File: src/rtl/core/bss_pkg.sv
package bss_pkg;

    localparam int unsigned MAX_BYTES = 8192;
    localparam int unsigned PosW      = $clog2(MAX_BYTES + 1);
    localparam int unsigned CountW    = 17;
    localparam int unsigned IndexW    = 16;
    localparam int unsigned ByteW     = 8;
    localparam int unsigned VbW       = 4;
    localparam int unsigned BitW      = 3;

    localparam logic [VbW-1:0]   FULL_BYTE_BITS = VbW'(ByteW);
    localparam logic [ByteW-1:0] BYTE_ONES      = 8'hFF;

    typedef struct packed {
        logic [ByteW-1:0] data_byte;
        logic [VbW-1:0]   valid_bits;
        logic             last;
    } scan_item_t;

    typedef struct packed {
        logic [CountW-1:0] set_count;
        logic [CountW-1:0] clear_count;
        logic              first_set_found;
        logic [IndexW-1:0] first_set_index;
        logic              first_clear_found;
        logic [IndexW-1:0] first_clear_index;
        logic              all_set;
        logic              all_clear;
        logic              overflow;
    } summary_item_t;

    function automatic logic [VbW-1:0] ones8(input logic [ByteW-1:0] v);
        logic [VbW-1:0] n;
        n = '0;
        for (int i = 0; i < ByteW; i++)
        begin
            n = n + VbW'(v[i]);
        end
        return n;
    endfunction

    function automatic logic [BitW-1:0] lowest8(input logic [ByteW-1:0] v);
        logic [BitW-1:0] idx;
        idx = '0;
        for (int i = ByteW - 1; i >= 0; i--)
        begin
            if (v[i])
            begin
                idx = BitW'(i);
            end
        end
        return idx;
    endfunction

endpackage

File: src/rtl/core/bss_scan_if.sv
interface bss_scan_if
    import bss_pkg::*;
    ();
    logic       valid;
    logic       ready;
    scan_item_t payload;

    modport source (output valid, output payload, input ready);
    modport sink (input valid, input payload, output ready);
endinterface

File: src/rtl/core/bss_summary_if.sv
interface bss_summary_if
    import bss_pkg::*;
    ();
    logic          valid;
    logic          ready;
    summary_item_t payload;

    modport source (output valid, output payload, input ready);
    modport sink (input valid, input payload, output ready);
endinterface

File: src/rtl/core/bitmap_scan_summary.sv
// Bit array scan summary.
// The bytes channel takes one byte of a bit array per item, lowest bit index
// first, with a last flag and the number of valid bits in the final byte.
// The summary channel gives one item per array, after its last byte: set and
// clear counts, first set and first clear indices with found flags, all-set,
// all-clear and overflow. Bytes past MAX_BYTES are dropped and flag overflow.
// A byte enters an input register, then one pass of popcount, priority
// encode and accumulate updates the running state and, on the last byte,
// loads the result register. One byte is accepted every cycle, except while
// a last byte waits in the input register for the result register to free.
// When the receiver stalls, the result register holds its summary; bytes
// that are not last keep streaming, and a last byte waits in the input
// register until the result register frees up.
// Reset clears the running state and both valid flags.
module bitmap_scan_summary
    import bss_pkg::*;
(
    input  logic          clk,
    input  logic          rst_n,
    bss_scan_if.sink      bytes,
    bss_summary_if.source summary
);

    logic                  s1_valid_reg;
    scan_item_t            s1_item_reg;
    logic                  out_valid_reg;
    summary_item_t         out_item_reg;

    logic [CountW-1:0]     set_cnt_reg,   set_cnt_next;
    logic [CountW-1:0]     bit_tot_reg,   bit_tot_next;
    logic [PosW-1:0]       pos_reg,       pos_next;
    logic                  set_seen_reg,  set_seen_next;
    logic [IndexW-1:0]     set_pos_reg,   set_pos_next;
    logic                  clr_seen_reg,  clr_seen_next;
    logic [IndexW-1:0]     clr_pos_reg,   clr_pos_next;
    logic                  too_long_reg,  too_long_next;

    logic                  out_free;
    logic                  s2_fire;
    logic [VbW-1:0]        vb_eff;
    logic [ByteW-1:0]      mask;
    logic [ByteW-1:0]      sbits;
    logic [ByteW-1:0]      cbits;
    logic [IndexW+PosW+BitW-1:0] set_idx_wide;
    logic [IndexW+PosW+BitW-1:0] clr_idx_wide;
    logic [CountW-1:0]     clear_count;
    summary_item_t         result;

    assign out_free      = !out_valid_reg || summary.ready;
    assign s2_fire       = s1_valid_reg && (!s1_item_reg.last || out_free);
    assign bytes.ready   = !s1_valid_reg || s2_fire;
    assign summary.valid = out_valid_reg;
    assign summary.payload = out_item_reg;

    always_comb
    begin
        if (!s1_item_reg.last || s1_item_reg.valid_bits == '0
            || s1_item_reg.valid_bits > FULL_BYTE_BITS)
        begin
            vb_eff = FULL_BYTE_BITS;
        end
        else
        begin
            vb_eff = s1_item_reg.valid_bits;
        end
        mask  = BYTE_ONES >> (FULL_BYTE_BITS - vb_eff);
        sbits = s1_item_reg.data_byte & mask;
        cbits = ~s1_item_reg.data_byte & mask;
        set_idx_wide = {IndexW'(0), pos_reg, lowest8(sbits)};
        clr_idx_wide = {IndexW'(0), pos_reg, lowest8(cbits)};

        set_cnt_next  = set_cnt_reg;
        bit_tot_next  = bit_tot_reg;
        pos_next      = pos_reg;
        set_seen_next = set_seen_reg;
        set_pos_next  = set_pos_reg;
        clr_seen_next = clr_seen_reg;
        clr_pos_next  = clr_pos_reg;
        too_long_next = too_long_reg;

        if (pos_reg >= PosW'(MAX_BYTES))
        begin
            too_long_next = 1'b1;
        end
        else
        begin
            set_cnt_next = set_cnt_reg + CountW'(ones8(sbits));
            bit_tot_next = bit_tot_reg + CountW'(vb_eff);
            if (!set_seen_reg && sbits != '0)
            begin
                set_seen_next = 1'b1;
                set_pos_next  = set_idx_wide[IndexW-1:0];
            end
            if (!clr_seen_reg && cbits != '0)
            begin
                clr_seen_next = 1'b1;
                clr_pos_next  = clr_idx_wide[IndexW-1:0];
            end
            pos_next = pos_reg + PosW'(1);
        end

        clear_count = bit_tot_next - set_cnt_next;
        result.set_count         = set_cnt_next;
        result.clear_count       = clear_count;
        result.first_set_found   = set_seen_next;
        result.first_set_index   = set_seen_next ? set_pos_next : '0;
        result.first_clear_found = clr_seen_next;
        result.first_clear_index = clr_seen_next ? clr_pos_next : '0;
        result.all_set           = (clear_count == '0);
        result.all_clear         = (set_cnt_next == '0);
        result.overflow          = too_long_next;
    end

    always_ff @(posedge clk or negedge rst_n)
    begin
        if (!rst_n)
        begin
            s1_valid_reg  <= 1'b0;
            out_valid_reg <= 1'b0;
            set_cnt_reg   <= '0;
            bit_tot_reg   <= '0;
            pos_reg       <= '0;
            set_seen_reg  <= 1'b0;
            set_pos_reg   <= '0;
            clr_seen_reg  <= 1'b0;
            clr_pos_reg   <= '0;
            too_long_reg  <= 1'b0;
        end
        else
        begin
            if (bytes.ready)
            begin
                s1_valid_reg <= bytes.valid;
            end
            if (summary.ready)
            begin
                out_valid_reg <= 1'b0;
            end
            if (s2_fire)
            begin
                if (s1_item_reg.last)
                begin
                    out_valid_reg <= 1'b1;
                    set_cnt_reg   <= '0;
                    bit_tot_reg   <= '0;
                    pos_reg       <= '0;
                    set_seen_reg  <= 1'b0;
                    set_pos_reg   <= '0;
                    clr_seen_reg  <= 1'b0;
                    clr_pos_reg   <= '0;
                    too_long_reg  <= 1'b0;
                end
                else
                begin
                    set_cnt_reg   <= set_cnt_next;
                    bit_tot_reg   <= bit_tot_next;
                    pos_reg       <= pos_next;
                    set_seen_reg  <= set_seen_next;
                    set_pos_reg   <= set_pos_next;
                    clr_seen_reg  <= clr_seen_next;
                    clr_pos_reg   <= clr_pos_next;
                    too_long_reg  <= too_long_next;
                end
            end
        end
    end

    always_ff @(posedge clk)
    begin
        if (bytes.ready && bytes.valid)
        begin
            s1_item_reg <= bytes.payload;
        end
        if (s2_fire && s1_item_reg.last)
        begin
            out_item_reg <= result;
        end
    end

endmodule
File: src/flat_wrapper.sv
// flat-port wrapper written by rule: the top's interface ports become plain ports
module bitmap_scan_summary_flat import bss_pkg::*;
  (clk, rst_n, bytes_valid, bytes_payload, bytes_ready, summary_valid, summary_payload, summary_ready);
  bss_scan_if bytes_i ();
  bss_summary_if summary_i ();
  input  logic clk;
  input  logic rst_n;
  input wire logic [$bits(bytes_i.valid)-1:0] bytes_valid;
  input wire logic [$bits(bytes_i.payload)-1:0] bytes_payload;
  output wire logic [$bits(bytes_i.ready)-1:0] bytes_ready;
  output wire logic [$bits(summary_i.valid)-1:0] summary_valid;
  output wire logic [$bits(summary_i.payload)-1:0] summary_payload;
  input wire logic [$bits(summary_i.ready)-1:0] summary_ready;
  assign bytes_i.valid = bytes_valid;
  assign bytes_i.payload = bytes_payload;
  assign bytes_ready = bytes_i.ready;
  assign summary_valid = summary_i.valid;
  assign summary_payload = summary_i.payload;
  assign summary_i.ready = summary_ready;
  bitmap_scan_summary u_core (.clk(clk), .rst_n(rst_n), .bytes(bytes_i), .summary(summary_i));
endmodule
File: config.mk
export PLATFORM = sky130hd
export DESIGN_NAME = bitmap_scan_summary_flat
export DESIGN_NICKNAME = d
export VERILOG_FILES = /design/src/rtl/core/bss_pkg.sv /design/src/rtl/core/bss_scan_if.sv /design/src/rtl/core/bss_summary_if.sv /design/src/rtl/core/bitmap_scan_summary.sv /design/src/flat_wrapper.sv
export SDC_FILE = /design/constraint.sdc
export NUM_CORES = 1
export LEC_CHECK = 0
export BUFFER_PORTS_ARGS = -buffer_cell sky130_fd_sc_hd__buf_2
export CORE_UTILIZATION = 30
export DETAILED_ROUTE_END_ITERATION = 10
export PLACE_DENSITY = 0.42
export SYNTH_ARGS = -nofsm -noshare
export SYNTH_HDL_FRONTEND = slang
export SYNTH_SLANG_ARGS = --single-unit
File: constraint.sdc
create_clock -name clk -period 9.7 [get_ports clk]
set_input_delay 0.485 -clock clk [delete_from_list [all_inputs] [get_ports clk]]
set_output_delay 0.485 -clock clk [all_outputs]
set_load 0.03 [all_outputs]
==> summary.md <==
| Metric | Value |
|---|---|
| Status | `completed` |
| R2R depth | `31` |
| RSZ-0062 raised after global routing | `false` |
| Largest fanout on the critical path | `7` |
| Final net count | `1012` |
| Fmax | `119 MHz` |
| H-tree depth | `4` |
| Final setup fails | `0` |
| Worst clock skew | `roughly 11 ps` |
| Mapped Avg Cell Area | `~10 um2` |
| EDFF count, synth | `84` |
| Area of the core | `29000 um2` |
| Total die area | `30400 um2` |
| Die Ht | `between 150 and 200 um` |
| Critical path required time | `approximately 10000 ps` |
| Vias per inst | `4.86` |
| Critical Path Slowest Stage Cell | `or4b_1` |
| R2R Path End | `u_core.summary.payload[2]$_DFFE_PP_` |
| Hold buffers post-CTS | `0` |
| Hold Vio Cnt, Final | `0` |
| RR Startpoint | `u_core.s1_item_reg[0]$_DFFE_PP_` |
| Initial Util | `0.307` |
| Worst setup EP type | `flop` |
| CP Launch Type | `flop` |
| Drt initial violations | `approximately 330` |
| GR Layer Usage met1 | `0.220` |
| Worst Setup SP | `u_core.s1_item_reg[0]$_DFFE_PP_` |
| CTS Buffer Depth | `2` |
| Max-slew violation count | `0` |
| Syn Inst Count | `888` |
| Hold Slack | `between 30 and 40 ps` |
| I/O pins | `90` |
| Row cnt | `between 60 and 70` |
| Final antenna-violating net count | `0` |
| GRT busiest layer | `met2` |
| Ys async rst share | `0.503` |
| Register area | `~4600 um2` |
| First-pass GRT wire length | `36000 um` |
| R2r setup slk | `1310 ps` |
| Gr usage total | `0.153` |
| Post-synthesis cell area | `just under 9000 um2` |
| Leak pwr | `roughly 0.0043 uW` |
| Grt met3 use | `0.0265` |
| Final worst-path cycle share | `0.865` |
| Synth Flop Type | `dfrtp_1` |
| Post-Route WL | `~23000 um` |
| Crit Path Class | `flop to flop` |
| DRC viols | `0` |
| CTS tree | `built` |
| Kind of cell adding the most delay to the critical path | `adder cells` |
| Final WS setup | `around 1300 ps` |
| # resized after CTS | `0` |
| PwrDens | `around 230 nW/um2` |
| Min Tclk post-route | `approximately 8400 ps` |
| Share of cells above drive strength 1 | `0.147` |
| Max-cap viol count | `0` |
| Crit path capture | `u_core.summary.payload[2]$_DFFE_PP_` |
| Diode count | `0` |
| Max rail drop VDD | `between 90 and 100 uV` |
| Grt met2 use | `0.232` |
| # clock sinks | `approximately 170` |
| Routed len/inst | `roughly 17 um` |
| Final GP Congestion | `0.771` |
| Vias in the first global route | `between 6000 and 7000` |
| Initial antenna violation count | `0` |
| Number of flip-flops under the largest register name | `between 70 and 80` |
| IO buf count | `89` |
| Total power | `roughly 2400 uW` |
| Post-Route Setup TNS | `0 ps` |
| Via count | `6596` |
| Largest net degree at the start of global routing | `57` |
| Clock transition at path regs | `~70 ps` |
| Synthesis-to-finish area growth | `15.7%` |
| Worst Hold Class | `input port to asynchronous set/reset pin` |
| Worst path depth | `31` |
| Slew @ Worst Pin | `approximately 1000 ps` |
| Root Driver | `clkbuf_16` |
| Fillers | `between 2000 and 3000` |
| Mapped Nets | `940` |
| Setup Buffers After CTS | `0` |
| Yosys reg bits | `169` |
| CTS buffer count | `17` |
| DP Wirelength | `~16000 um` |
| Buffers & Inverters on Critical Path | `3` |
| Synth unique cells | `62` |
| Final core occ | `0.356` |
| Warnings from Yosys | `0` |
| CP peak stage delay | `roughly 560 ps` |
| Seq/Total Area, Yosys | `0.521` |
| Total grt overflow | `0` |
| Die Wd | `174 um` |
| Area taken by multi-input logic gates | `roughly 3900 um2` |
| Dpl ws | `approximately 1300 ps` |
| CP arrival | `just under 9000 ps` |
| Skew-Pair Late Insertion Delay | `~440 ps` |
| Max-slew headroom | `0.303` |
| DRT Pass-1 Iters | `5` |
## Yosys cell counts, types with 2 or more instances
cell type	n	area, um2
a2111oi_0	2	17.5
a211o_1	3	26.3
a211oi_1	4	30.0
a21boi_0	4	30.0
a21o_1	3	22.5
a21oi_1	32	160
a22o_1	22	193
a22oi_1	15	113
a31oi_1	4	25.0
and2_1	7	43.8
and3_1	11	68.8
and3b_1	2	17.5
buf_1	4	15.0
buf_6	2	22.5
clkbuf_1	41	154
dfrtp_1	85	2130
edfxtp_1	84	2520
fa_1	6	120
ha_1	29	363
inv_1	45	169
mux2i_1	11	110
nand2_1	142	533
nand2b_1	7	43.8
nand3_1	13	65.1
nand3b_1	4	30.0
nand4_1	9	56.3
nor2_1	55	206
nor2b_1	15	93.8
nor3_1	20	100
nor3b_1	2	15.0
nor4_1	5	31.3
o211ai_1	4	30.0
o21a_1	7	52.6
o21ai_0	85	425
o21bai_1	2	15.0
o22ai_1	5	31.3
o31a_1	5	43.8
o31ai_1	11	82.6
o41ai_1	2	17.5
or2_2	2	12.5
or3_1	3	18.8
or4_1	2	15.0
xnor2_1	28	245
xor2_1	26	228
## final cells by class
class | count | share of cell area
Sequential cell | 169 | 0.451
Multi-Input combinational cell | 625 | 0.379
Timing Repair Buffer | 102 | 0.0529
Tap cell | 384 | 0.0466
Clock buffer | 17 | 0.0412
Inverter | 45 | 0.0164
Clock inverter | 14 | 0.0135
## stage by stage
step	std cells	area, um2
2_1_floorplan	888	8920
3_3_place_gp	1325	9750
3_5_place_dp	1325	9750
4_1_cts	1356	10300
5_1_grt	1356	10300
6_report	1356	10300
## logic make-up after synthesis
group	Yosys count	synth area share
XOR/XNOR	54	0.0530
flip-flops	169	0.521
AO/OA/AOI/OAI	219	0.158
buffers and inverters	94	0.0418
multiplexers	11	0.0123
adder cells (fa/ha/maj)	35	0.0542
AND/OR/NAND/NOR	306	0.159
## metal layers
layer  up-vias  wire [um]
li1       3284          -
met1      3173      11600
met2       115       9760
met3        24        788
met4         0        387
met5         -          0
## power by group
| part | switching [uW] | internal, uW |
|---|---|---|
| Sequential | 58.2 | 876 |
| Combinational | 484 | 283 |
| Clock | 314 | 358 |
## cell usage in the layout, fill, tap and decap left out, drive strengths merged, types with 7 or more instances in the layout
cell | synthesis | layout
nor3 | 20 | 20
buf | 8 | 102
clkbuf | 41 | 17
o21ai | 86 | 86
nand2 | 142 | 142
and2 | 7 | 7
mux2i | 11 | 11
xnor2 | 28 | 28
inv | 45 | 51
a22o | 22 | 22
nand3 | 14 | 14
nor2 | 55 | 55
dfrtp | 85 | 85
a22oi | 15 | 15
nand4 | 9 | 9
nand2b | 7 | 7
ha | 29 | 29
edfxtp | 84 | 84
nor2b | 15 | 15
xor2 | 26 | 26
a21oi | 33 | 33
and3 | 11 | 11
o31ai | 11 | 11
o21a | 7 | 7
## how the worst min path moves through the flow
stage | depth (start not counted) | from | slack, ps | endpoint
6_report | 1 | rst_n | 40 | u_core.set_pos_reg[11]$_DFFE_PN0P_
5_1_grt | 1 | rst_n | 60 | u_core.set_pos_reg[11]$_DFFE_PN0P_
2_1_floorplan | 0 | rst_n | 190 | u_core.bit_tot_reg[0]$_DFFE_PN0P_
3_3_place_gp | 2 | u_core.set_pos_reg[0]$_DFFE_PN0P_ | 460 | u_core.set_pos_reg[0]$_DFFE_PN0P_
3_5_place_dp | 2 | u_core.set_pos_reg[1]$_DFFE_PN0P_ | 470 | u_core.set_pos_reg[1]$_DFFE_PN0P_
4_1_cts | 1 | rst_n | 40 | u_core.set_pos_reg[11]$_DFFE_PN0P_
Note: power is estimated with default switching activity, not from simulation.
